[src/hdl/edf_pkg.sv]
// ----------------------------------------------------------------------------
// edf_pkg
// Shared types and codes of the deadline scheduler.
// ----------------------------------------------------------------------------
`default_nettype none

package edf_pkg;

    typedef enum logic [2:0] {
        EV_PREEMPT = 3'd0,
        EV_REMOVED = 3'd1,
        EV_FINISH  = 3'd2,
        EV_SUMMARY = 3'd3,
        EV_ACCEPT  = 3'd4,
        EV_DROP    = 3'd5
    } t_event_kind;

    typedef struct packed {
        logic [15:0] pid;
        logic [31:0] deadline;
        logic [31:0] arrived;
        logic [15:0] remaining;
        logic [15:0] full_burst;
    } t_job;

    typedef struct packed {
        logic shift;  // take neighbor's job
        logic load;   // take pushed job
    } t_cell_ctl;

endpackage

`default_nettype wire

[src/hdl/edf_cell.sv]
// ----------------------------------------------------------------------------
// edf_cell
// One queue slot: shifts in its upper neighbor's job or loads a pushed job.
// ----------------------------------------------------------------------------
`default_nettype none

module edf_cell (
    input  wire               i_clk,
    input  edf_pkg::t_cell_ctl i_ctl,
    input  edf_pkg::t_job     i_push,
    input  edf_pkg::t_job     i_next,
    output edf_pkg::t_job     o_job
);

    edf_pkg::t_job r_job;

    always_ff @(posedge i_clk) begin
        if (i_ctl.shift) begin
            r_job <= i_next;
        end else if (i_ctl.load) begin
            r_job <= i_push;
        end
    end

    assign o_job = r_job;

endmodule

`default_nettype wire

[config.mk]
export PLATFORM = sky130hd
export DESIGN_NAME = edf_cell
export DESIGN_NICKNAME = d
export VERILOG_FILES = /design/src/hdl/edf_pkg.sv /design/src/hdl/edf_cell.sv
export SDC_FILE = /design/constraint.sdc
export NUM_CORES = 1
export LEC_CHECK = 0
export BUFFER_PORTS_ARGS = -buffer_cell sky130_fd_sc_hd__buf_2
export CELL_PAD_IN_SITES_DETAIL_PLACEMENT = 2
export CELL_PAD_IN_SITES_GLOBAL_PLACEMENT = 2
export CORE_MARGIN = 2
export CORE_UTILIZATION = 26
export DETAILED_ROUTE_END_ITERATION = 10
export GPL_TIMING_DRIVEN = 0
export PLACE_DENSITY_LB_ADDON = 0.05
export SLEW_MARGIN = 20
export SYNTH_ARGS = -nofsm -noshare
export SYNTH_HDL_FRONTEND = slang
export SYNTH_SLANG_ARGS = --single-unit
export TNS_END_PERCENT = 10
[constraint.sdc]
create_clock -name i_clk -period 4.75 [get_ports i_clk]
set_input_delay 0.7125 -clock i_clk [delete_from_list [all_inputs] [get_ports i_clk]]
set_output_delay 0.7125 -clock i_clk [all_outputs]
set_load 0.01 [all_outputs]
==> results of run 1 <==
-- power by group --
| group | switching (mW) | internal, mW |
|---|---|---|
| registers | 0.0232 | 1.21 |
| clock network | 0.345 | 0.402 |
| logic | 0.202 | 0.240 |
| total | 0.570 | 1.85 |
-- per-layer routing --
layer	part of all wire (%)	global-route usage, %
met1	34	14.9
met3	10	6.24
met2	54	27.4
met5	0	0
met4	1.1	5.26
-- final cells by class --
class / instances / area, sq um / share of cell area (%)
sequential: 112 / 3360 / 45.7
timing repair buffer: 339 / 1730 / 23.6
multi-input combinational: 113 / 1530 / 20.8
tap: 260 / 325 / 4.42
clock buffer: 10 / 229 / 3.11
buffer: 13 / 125 / 1.70
clock inverter: 5 / 48.8 / 0.663
antenna: 2 / 5.00 / 0.0680
-- how the worst max path moves through the flow --
| stage | startpoint | to | depth (start not counted) |
|---|---|---|---|
| 3_3_place_gp | i_ctl[1] | o_job[33] | 4 |
| 3_5_place_dp | i_ctl[1] | o_job[39] | 5 |
| 4_1_cts | i_ctl[1] | o_job[14] | 5 |
| 5_1_grt | i_ctl[1] | o_job[7] | 5 |
| 2_1_floorplan | i_ctl[1] | o_job[0] | 4 |
| 6_report | i_ctl[1] | o_job[14] | 5 |
-- synthesized netlist by cell type, drive strengths merged --
library cell	n	area (sq um)
buf	13	125
mux2	112	1520
or2	1	6.26
edfxtp	112	3360
-- worst max-delay path: cells and delay by family --
kind / cells / cell delay [ns]
and+or+nand+nor: 1 / 0.47
buffers and inverters: 4 / 0.76
-- cell families (layout without fill, tap and decap cells) --
logic type    after synthesis  after routing  synth area share (%)
simple gates                1              1                 0.125
buf+inv                    13            367                  2.50
flops                     112            112                  67.1
mux                       112            112                  30.3
other cells                 0              2                     0
-- through the flow --
stage | setup TNS, ns | worst slack [ns] | instance area, sq um | instances | total power [mW]
after floorplan | 0 | 0.696 | 5010 | 238 | 1.47
after global placement | -78.03 | -0.704 | 7030 | 835 | 1.70
after detailed placement | 0 | 2.39 | 7080 | 837 | 1.71
after CTS | 0 | 2.77 | 7350 | 852 | 2.47
after global routing | 0 | 2.72 | 7360 | 853 | 2.54
final | 0 | 2.80 | 7360 | 854 | 2.42
==> results by group, run 1 <==
Hold path
  • Worst hold path type: primary input to flip-flop
  • Endpoint, Worst Hold: o_job[43]
  • Cells on Worst Hold Path: 2
  • Worst Hold Launch: i_next[43]

Placement
  • Buffers on Ports: 337
  • Post-DP HPWL: 13000 um
  • GP Congestion: 0.720

Synth
  • Syn_area_per_cell: 21.1 sq um
  • Post-synthesis sequential area ratio: 67.1%
  • Mapped Cells: 238
  • Synthesized Nets: 465
  • Yosys reg bits: 112
  • Yosys warns: 0
  • Synth cell types: 7
  • Synthesized cell area: 0.00501 sq mm

Detailed routing
  • DR WL/cell: 18.4 um
  • 1st-pass router iterations: 4
  • Via count: 3518
  • Antenna-violating nets left: 0
  • Initial DRC count: 130
  • Final wirelength: 15700 um
  • DRC viols: 0
  • Vias/cell: 4.12

GRT
  • Initial antenna violation count: 1
  • Total gr overflow: 0
  • Pin count of the biggest net entering global routing: 46
  • Number of global-route vias before repair: 3761
  • Total global-route track usage: 14.8%
  • First-pass GRT wire length: 22100 um

Final layout
  • Most common cell after layout, fill and taps aside: buf_2
  • Share of layout cells above drive strength 1: 80.4%
  • Area Overhead vs Synth: 46.8%
  • Nets: 815
  • Commonest non-fill, non-tap cells in the layout: buf_2, edfxtp_1, mux2_4
  • Core Util, Final: 39.1%
  • Largest register FFs: 112
  • Fill count: 1985

Clock tree
  • H-Tree Depth: 3
  • Hold buffer count at CTS: 0
  • CTS tree: done
  • Post-CTS resize count: 0
  • Post-CTS setup buffer count: 0
  • Root buffer cell: clkbuf_16
  • Num CTS Buffers: 9
  • Clk buf depth: 2
  • Clk sinks: 112
  • Clk slew on worst S/H paths: 0.07 ns

Floorplanning
  • Area of the core: 0.0188 sq mm
  • Die span in y: 143 um
  • Die area: 0.0204 sq mm
  • # rows: 50
  • Initial core utilization: 26.6%
  • I/O pins: 339
  • Die W: 143 um

STA
  • Unrepaired setup endpoints after global routing: false
  • Hold Slack: 0.660 ns
  • Final hold violations: 0
  • Worst Tran Pin Value: 0.500 ns
  • Min Tclk post-route: 1.95 ns
  • Relative slew margins: 66.6%
  • Final setup violation count: 0
  • Pins Over Slew Limit: 0
  • Period utilization: 41.2%
  • FMAX: 0.512 GHz

Setup path
  • Critical path peak fanout: 45
  • Crit start category: primary input
  • Highest-delay cell along the critical path: or2_4
  • WS Path Type: primary input to flip-flop
  • CP required: 4.78 ns
  • Arrival time of the worst setup path: 1.98 ns
  • CP Capture Type: flip-flop
  • Largest stage delay, worst path: 0.47 ns
  • CP cell instances: buf_6 -> buf_8 -> buf_6 -> or2_4 -> buf_16
  • Worst path most repeated cell: buf_6

Outcome
  • Status: completed

Pwr
  • Leakage: 3.43 nW
  • Peak VDD IR: 0.153 mV
  • PD cells: 329 mW/mm^2

Run
  • Max Cap Viol: 0
No activity file was read; power rests on OpenSTA's default activity.
==> run 2: changes to the inputs <==
Clock period 4.75 ns to 1.92 ns, I/O delays scaled along.
==> run 2 against run 1 <==
Critical endpoint is now o_job[9]. Largest cell class unchanged. Sequential power grew 150%. Clock-buffer cell count grew 1. Largest power group unchanged. Utilization is essentially flat. Via count grew 0.60%. Sequential cell count is the same. Total power grew 140%. Critical path depth is the same. Highest routed layer is now met5.
==> results by group, run 2 (same netlist as run 1, synthesis figures left out) <==
Final layout
  • Most common cell after layout, fill and taps aside: buf_2
  • Share of layout cells above drive strength 1: 80.8% (+0.37 points)
  • Commonest non-fill, non-tap cells in the layout: buf_2, edfxtp_1, mux2_4
  • Antenna diodes: 0 (-2)
  • Nets: 815 (unchanged)
  • Area Overhead vs Synth: 46.6%
  • Largest register FFs: 112 (unchanged)
  • Fin cells: 853 (-0.12%)

STA
  • FMAX: 0.708 GHz
  • Post-route worst setup slack: 0.507 ns (-2.29 ns)
  • Worst Tran Pin Value: 0.412 ns (-0.0883 ns)
  • Final hold violations: 0 (unchanged)
  • Relative slew margins: 72.5% (+5.9 points)
  • Final setup violation count: 0 (unchanged)
  • Min Tclk post-route: 1.41 ns
  • Pins Over Slew Limit: 0 (unchanged)
  • Period utilization: 73.6%
  • Unrepaired setup endpoints after global routing: false

Floorplanning
  • I/O pins: 339 (unchanged)
  • # rows: 50 (unchanged)
  • Area of the core: 0.0188 sq mm (unchanged)
  • Die W: 143 um (unchanged)
  • Die area: 0.0204 sq mm (unchanged)
  • Die span in y: 143 um (unchanged)
  • Initial core utilization: 26.6% (unchanged)

Setup path
  • Largest stage delay, worst path: 0.40 ns (-0.07 ns)
  • Highest-delay cell along the critical path: or2_4
  • CP Capture Type: flip-flop
  • Crit start category: primary input
  • WS Path Type: primary input to flip-flop
  • Crit path buf inv count: 4 (unchanged)
  • CP cell instances: buf_8 -> buf_8 -> buf_8 -> or2_4 -> buf_16
  • Crit-path leading delay family: buffers and inverters
  • Critical path peak fanout: 46 (+2.2%)
  • Worst path most repeated cell: buf_8
  • Arrival time of the worst setup path: 1.45 ns (-0.53 ns)
  • CP required: 1.96 ns (-2.82 ns)

Placement
  • Placement Setup Slack: 0.0766 ns (-2.32 ns)
  • GP Congestion: 0.747 (+3.8%)
  • Dpl cells: 837 (unchanged)
  • Buffers on Ports: 337 (unchanged)
  • Post-DP HPWL: 12900 um (-0.10%)

Clock tree
  • Num CTS Buffers: 9 (unchanged)
  • Post-CTS resize count: 0 (unchanged)
  • Clk buf depth: 2 (unchanged)
  • Clk slew on worst S/H paths: 0.07 ns (about the same)
  • Post-CTS setup buffer count: 0 (unchanged)
  • CTS tree: done
  • Clk sinks: 112 (unchanged)
  • Root buffer cell: clkbuf_16
  • H-Tree Depth: 3 (unchanged)
  • Hold buffer count at CTS: 0 (unchanged)

Detailed routing
  • DRC viols: 0 (unchanged)
  • Initial DRC count: 157 (+21%)
  • Antenna-violating nets left: 0 (unchanged)
  • Final wirelength: 15800 um (+0.39%)
  • Vias/cell: 4.15 (+0.71%)
  • Via count: 3539 (+0.60%)
  • DR WL/cell: 18.5 um (+0.51%)
  • 1st-pass router iterations: 3 (-1)

Hold path
  • Cells on Worst Hold Path: 2 (unchanged)
  • Worst hold path type: primary input to flip-flop
  • Endpoint, Worst Hold: o_job[85]
  • Worst Hold Launch: i_next[85]

Pwr
  • Leakage: 3.43 nW (about the same)
  • Total Power: 5.91 mW (+140%)
  • Peak VDD IR: 0.391 mV (+150%)
  • PD cells: 804 mW/mm^2 (+140%)

GRT
  • Pin count of the biggest net entering global routing: 47 (+2.2%)
  • Initial antenna violation count: 2 (+1)
  • Number of global-route vias before repair: 3814 (+1.4%)
  • Total gr overflow: 0 (unchanged)
  • First-pass GRT wire length: 22300 um (+1.2%)
  • Total global-route track usage: 15.1% (+0.30 points)

Outcome
  • Status: completed

Run
  • Max Cap Viol: 0 (unchanged)
run 2: cell types whose count changed in the layout (fill, tap and decap cells not counted), sizes merged:
cell / previous run / this run
diode: 2 / 0
bufinv: 1 / 0
clkbuf: 10 / 11
clkinvlp: 1 / 2
run 2: final cells by class:
cell class                      instances  area, sq um
Timing Repair Buffer                  339         1730
Buffer                                 13          133
Tap cell                              260          325
Sequential cell                       112         3360
Fill cell                            1974        11500
Clock inverter                          5         33.8
Clock buffer                           11          233
Multi-Input combinational cell        113         1530
run 2: through the flow:
step / util [%] / setup TNS, ns / hold WS [ns] / cell area (sq um)
floorplan: - / -1.22 / 0.505 / 5020
global placement: 37.4 / -62.06 / 0.589 / 7040
detailed placement: 37.6 / 0 / 0.592 / 7080
CTS: 39.0 / 0 / 0.207 / 7350
global route: 39.0 / 0 / 0.208 / 7350
finish: 39.0 / 0 / 0.230 / 7350
run 2: layer usage:
metal	up-vias	track usage [%]	share of wire, %
li1	1637	-	-
met1	1693	15.3	35
met2	191	28.2	54
met3	16	5.84	9.7
met4	2	5.42	1.7
met5	-	0	0.082
run 2: how the worst max path moves through the flow:
stage / to / slack [ns] / cells past startpoint / start
2_1_floorplan: o_job[0] / -0.01 / 4 / i_ctl[1]
3_3_place_gp: o_job[39] / -0.56 / 4 / i_ctl[1]
3_5_place_dp: o_job[6] / 0.08 / 5 / i_ctl[1]
4_1_cts: o_job[6] / 0.47 / 5 / i_ctl[1]
5_1_grt: o_job[34] / 0.41 / 5 / i_ctl[1]
6_report: o_job[9] / 0.51 / 5 / i_ctl[1]
run 2: power breakdown:
part	total [mW]	internal [mW]	leakage, nW	switching [mW]
logic	1.09	0.596	2.16	0.497
clock network	1.76	0.881	0.126	0.881
registers	3.06	3.00	1.14	0.0594
==> run 3: changes to the inputs <==
Settings changed: ABC_AREA from default to 1, CORE_UTILIZATION 26 to 20.
Clock period 1.92 ns to 1.25 ns, I/O delays scaled along.
==> run 3 against run 2 <==
Hold slack got worse by 0.14 ns. Synthesized cell count increased by 100%. Critical path depth unchanged. Critical endpoint is now o_job[18]. Largest cell class unchanged. Largest power group unchanged.
==> results by group, run 3 <==
Final layout
  • Most common cell after layout, fill and taps aside: buf_2
  • Non-Filler Cell Area, Final: 0.00728 sq mm (-1.0%)
  • Area Overhead vs Synth: 49.9%
  • Largest register FFs: 112 (unchanged)
  • Share of layout cells above drive strength 1: 47.1% (-34 points)
  • Nets: 1054 (+29%)
  • Commonest non-fill, non-tap cells in the layout: buf_2, nand2_1, edfxtp_1
  • Fin cells: 1157 (+36%)

STA
  • Period utilization: 88.3%
  • Hold Slack: 0.0882 ns (-0.141 ns)
  • Final hold violations: 0 (unchanged)
  • FMAX: 0.906 GHz
  • Setup TNS: 0 ns (unchanged)
  • Final setup violation count: 0 (unchanged)
  • Relative slew margins: 67.0% (-5.6 points)
  • Worst Tran Pin Value: 0.496 ns (+0.0836 ns)
  • Pins Over Slew Limit: 0 (unchanged)
  • Min Tclk post-route: 1.10 ns
  • Unrepaired setup endpoints after global routing: false

Synth
  • Post-synth top flop: edfxtp_1
  • Synth cell types: 7 (unchanged)
  • Most frequent cell after synthesis: nand2_1
  • Post-synthesis sequential area ratio: 69.3% (+2.2 points)
  • Synth area leader: edfxtp_1
  • Fraction of registers with async set/reset: 0% (unchanged)
  • Mapped Cells: 475 (+100%)
  • Top area cells in the synthesized netlist: edfxtp_1, nand2_1, buf_6, buf_2, nand2_2
  • Post-synth EDFFs: 112 (unchanged)
  • Yosys warns: 0 (unchanged)
  • Synth top cells by count: nand2_1, edfxtp_1, buf_2
  • Yosys reg bits: 112 (unchanged)
  • Post-synth top area share: 69.3% (+2.2 points)
  • Synthesized cell area: 0.00486 sq mm (-3.2%)
  • Syn_area_per_cell: 10.2 sq um (-51%)
  • Synthesized Nets: 702 (+51%)

Setup path
  • WS Path Type: primary input to flip-flop
  • Crit start category: primary input
  • CP Capture Type: flip-flop
  • Arrival time of the worst setup path: 1.15 ns (-0.30 ns)
  • Critical path peak fanout: 40 (-13%)
  • Largest stage delay, worst path: 0.27 ns (-0.13 ns)
  • CP cell instances: buf_8 -> buf_6 -> or2_4 -> buf_12 -> buf_12
  • Highest-delay cell along the critical path: buf_12
  • CP required: 1.29 ns (-0.67 ns)
  • Worst path most repeated cell: buf_12

GRT
  • Total gr overflow: 0 (unchanged)
  • First-pass GRT wire length: 29800 um (+34%)
  • Total global-route track usage: 15.3% (+0.19 points)
  • Pin count of the biggest net entering global routing: 41 (-13%)
  • Initial antenna violation count: 7 (+5)
  • Number of global-route vias before repair: 5160 (+35%)

Placement
  • Post-DP HPWL: 15400 um (+19%)
  • Placed Area: 0.00699 sq mm (-1.3%)
  • Dpl cells: 1138 (+36%)
  • GP Congestion: 0.740 (-0.94%)
  • Buffers on Ports: 337 (unchanged)

Clock tree
  • CTS tree: done
  • Clk slew on worst S/H paths: 0.08 ns (about the same)
  • Clk sinks: 112 (unchanged)
  • Post-CTS resize count: 0 (unchanged)
  • Clk buf depth: 2 (unchanged)
  • Num CTS Buffers: 9 (unchanged)
  • H-Tree Depth: 3 (unchanged)
  • Root buffer cell: clkbuf_16

Floorplanning
  • # rows: 57 (+14%)
  • Initial core utilization: 20.1% (-6.5 points)
  • Die span in y: 160 um (+12%)
  • I/O pins: 339 (unchanged)
  • Area of the core: 0.0241 sq mm (+28%)
  • Die area: 0.0255 sq mm (+25%)
  • Die W: 160 um (+12%)

Detailed routing
  • Final wirelength: 19600 um (+24%)
  • Initial DRC count: 191 (+22%)
  • Antenna-violating nets left: 0 (unchanged)
  • 1st-pass router iterations: 4 (+1)
  • Vias/cell: 3.99 (-3.9%)
  • DR WL/cell: 16.9 um (-8.3%)
  • DRC viols: 0 (unchanged)
  • Via count: 4611 (+30%)

Pwr
  • Leakage: 3.76 nW (+9.6%)
  • Peak VDD IR: 0.509 mV (+30%)
  • PD cells: 1250 mW/mm^2 (+55%)

Hold path
  • Worst hold path type: primary input to flip-flop

Run
  • Max Cap Viol: 0 (unchanged)

Outcome
  • Status: completed
==> run 3: cell types whose count changed in the layout (fill, tap and decap cells not counted), moves of 2 or more <==
cell	before	now
buf_2	341	351
mux2_2	43	0
buf_6	6	10
nand2_1	0	326
nand2_2	0	10
mux2_4	69	0
clkinv_2	2	0
buf_8	3	1
diode_2	0	3
==> run 3: per-stage QoR <==
step | worst slack (ns) | util, % | power [mW]
after floorplan | -0.400 | - | 5.47
after global placement | -1.02 | 28.8 | 6.39
after detailed placement | -0.742 | 29.0 | 6.46
after CTS | 0.109 | 30.2 | 9.31
after global routing | 0.0741 | 30.2 | 9.59
final | 0.147 | 30.2 | 9.10
==> run 3: path summary, 6_finish.rpt <==
path | start | endpoint | slack, ns | cells after the start
hold / removal | i_push[56] | o_job[56] | 0.09 | 3
setup / recovery | i_ctl[1] | o_job[18] | 0.15 | 5
==> run 3: layout make-up <==
type / instances / area (sq um)
tap: 324 / 405
fill: 2880 / 16800
sequential: 112 / 3360
inverter: 1 / 6.26
clock inverter: 4 / 32.5
buffer: 25 / 198
timing repair buffer: 340 / 1730
antenna: 3 / 7.51
clock buffer: 10 / 229
multi-input combinational: 338 / 1300
==> run 3: report_power, final <==
group	switching (mW)	leakage, nW	internal (mW)
Combinational	0.918	2.48	0.705
Clock	1.42	0.121	1.35
Sequential	0.0949	1.15	4.61
Total	2.44	3.76	6.66
==> run 3: per-layer routing <==
layer	share of wire (%)	wire, um	global-route usage, %
met5	0.15	30	0
met2	49	9610	26.9
met3	10	2020	6.91
met4	2.2	435	4.95
met1	38	7510	16.4
==> run 3: what timing repair did <==
action | in CTS | in global routing
buffers inserted | 1 | 0
endpoints found under the setup margin | 76 | 0
hold buffers | 0 | 0
hold endpoints to repair | 0 | 0
==> run 3: cell families (layout without fill, tap and decap cells) <==
| group | Yosys count | in the layout | synth area share [%] |
|---|---|---|---|
| other cells | 0 | 3 | 0 |
| flops | 112 | 112 | 69.3 |
| simple gates | 337 | 338 | 26.6 |
| buf+inv | 26 | 380 | 4.12 |
==> run 3: worst max-delay path: cells and delay by family <==
family                 cells  cell delay [ns]
AND/OR/NAND/NOR            1             0.15
buffers and inverters      4             0.75
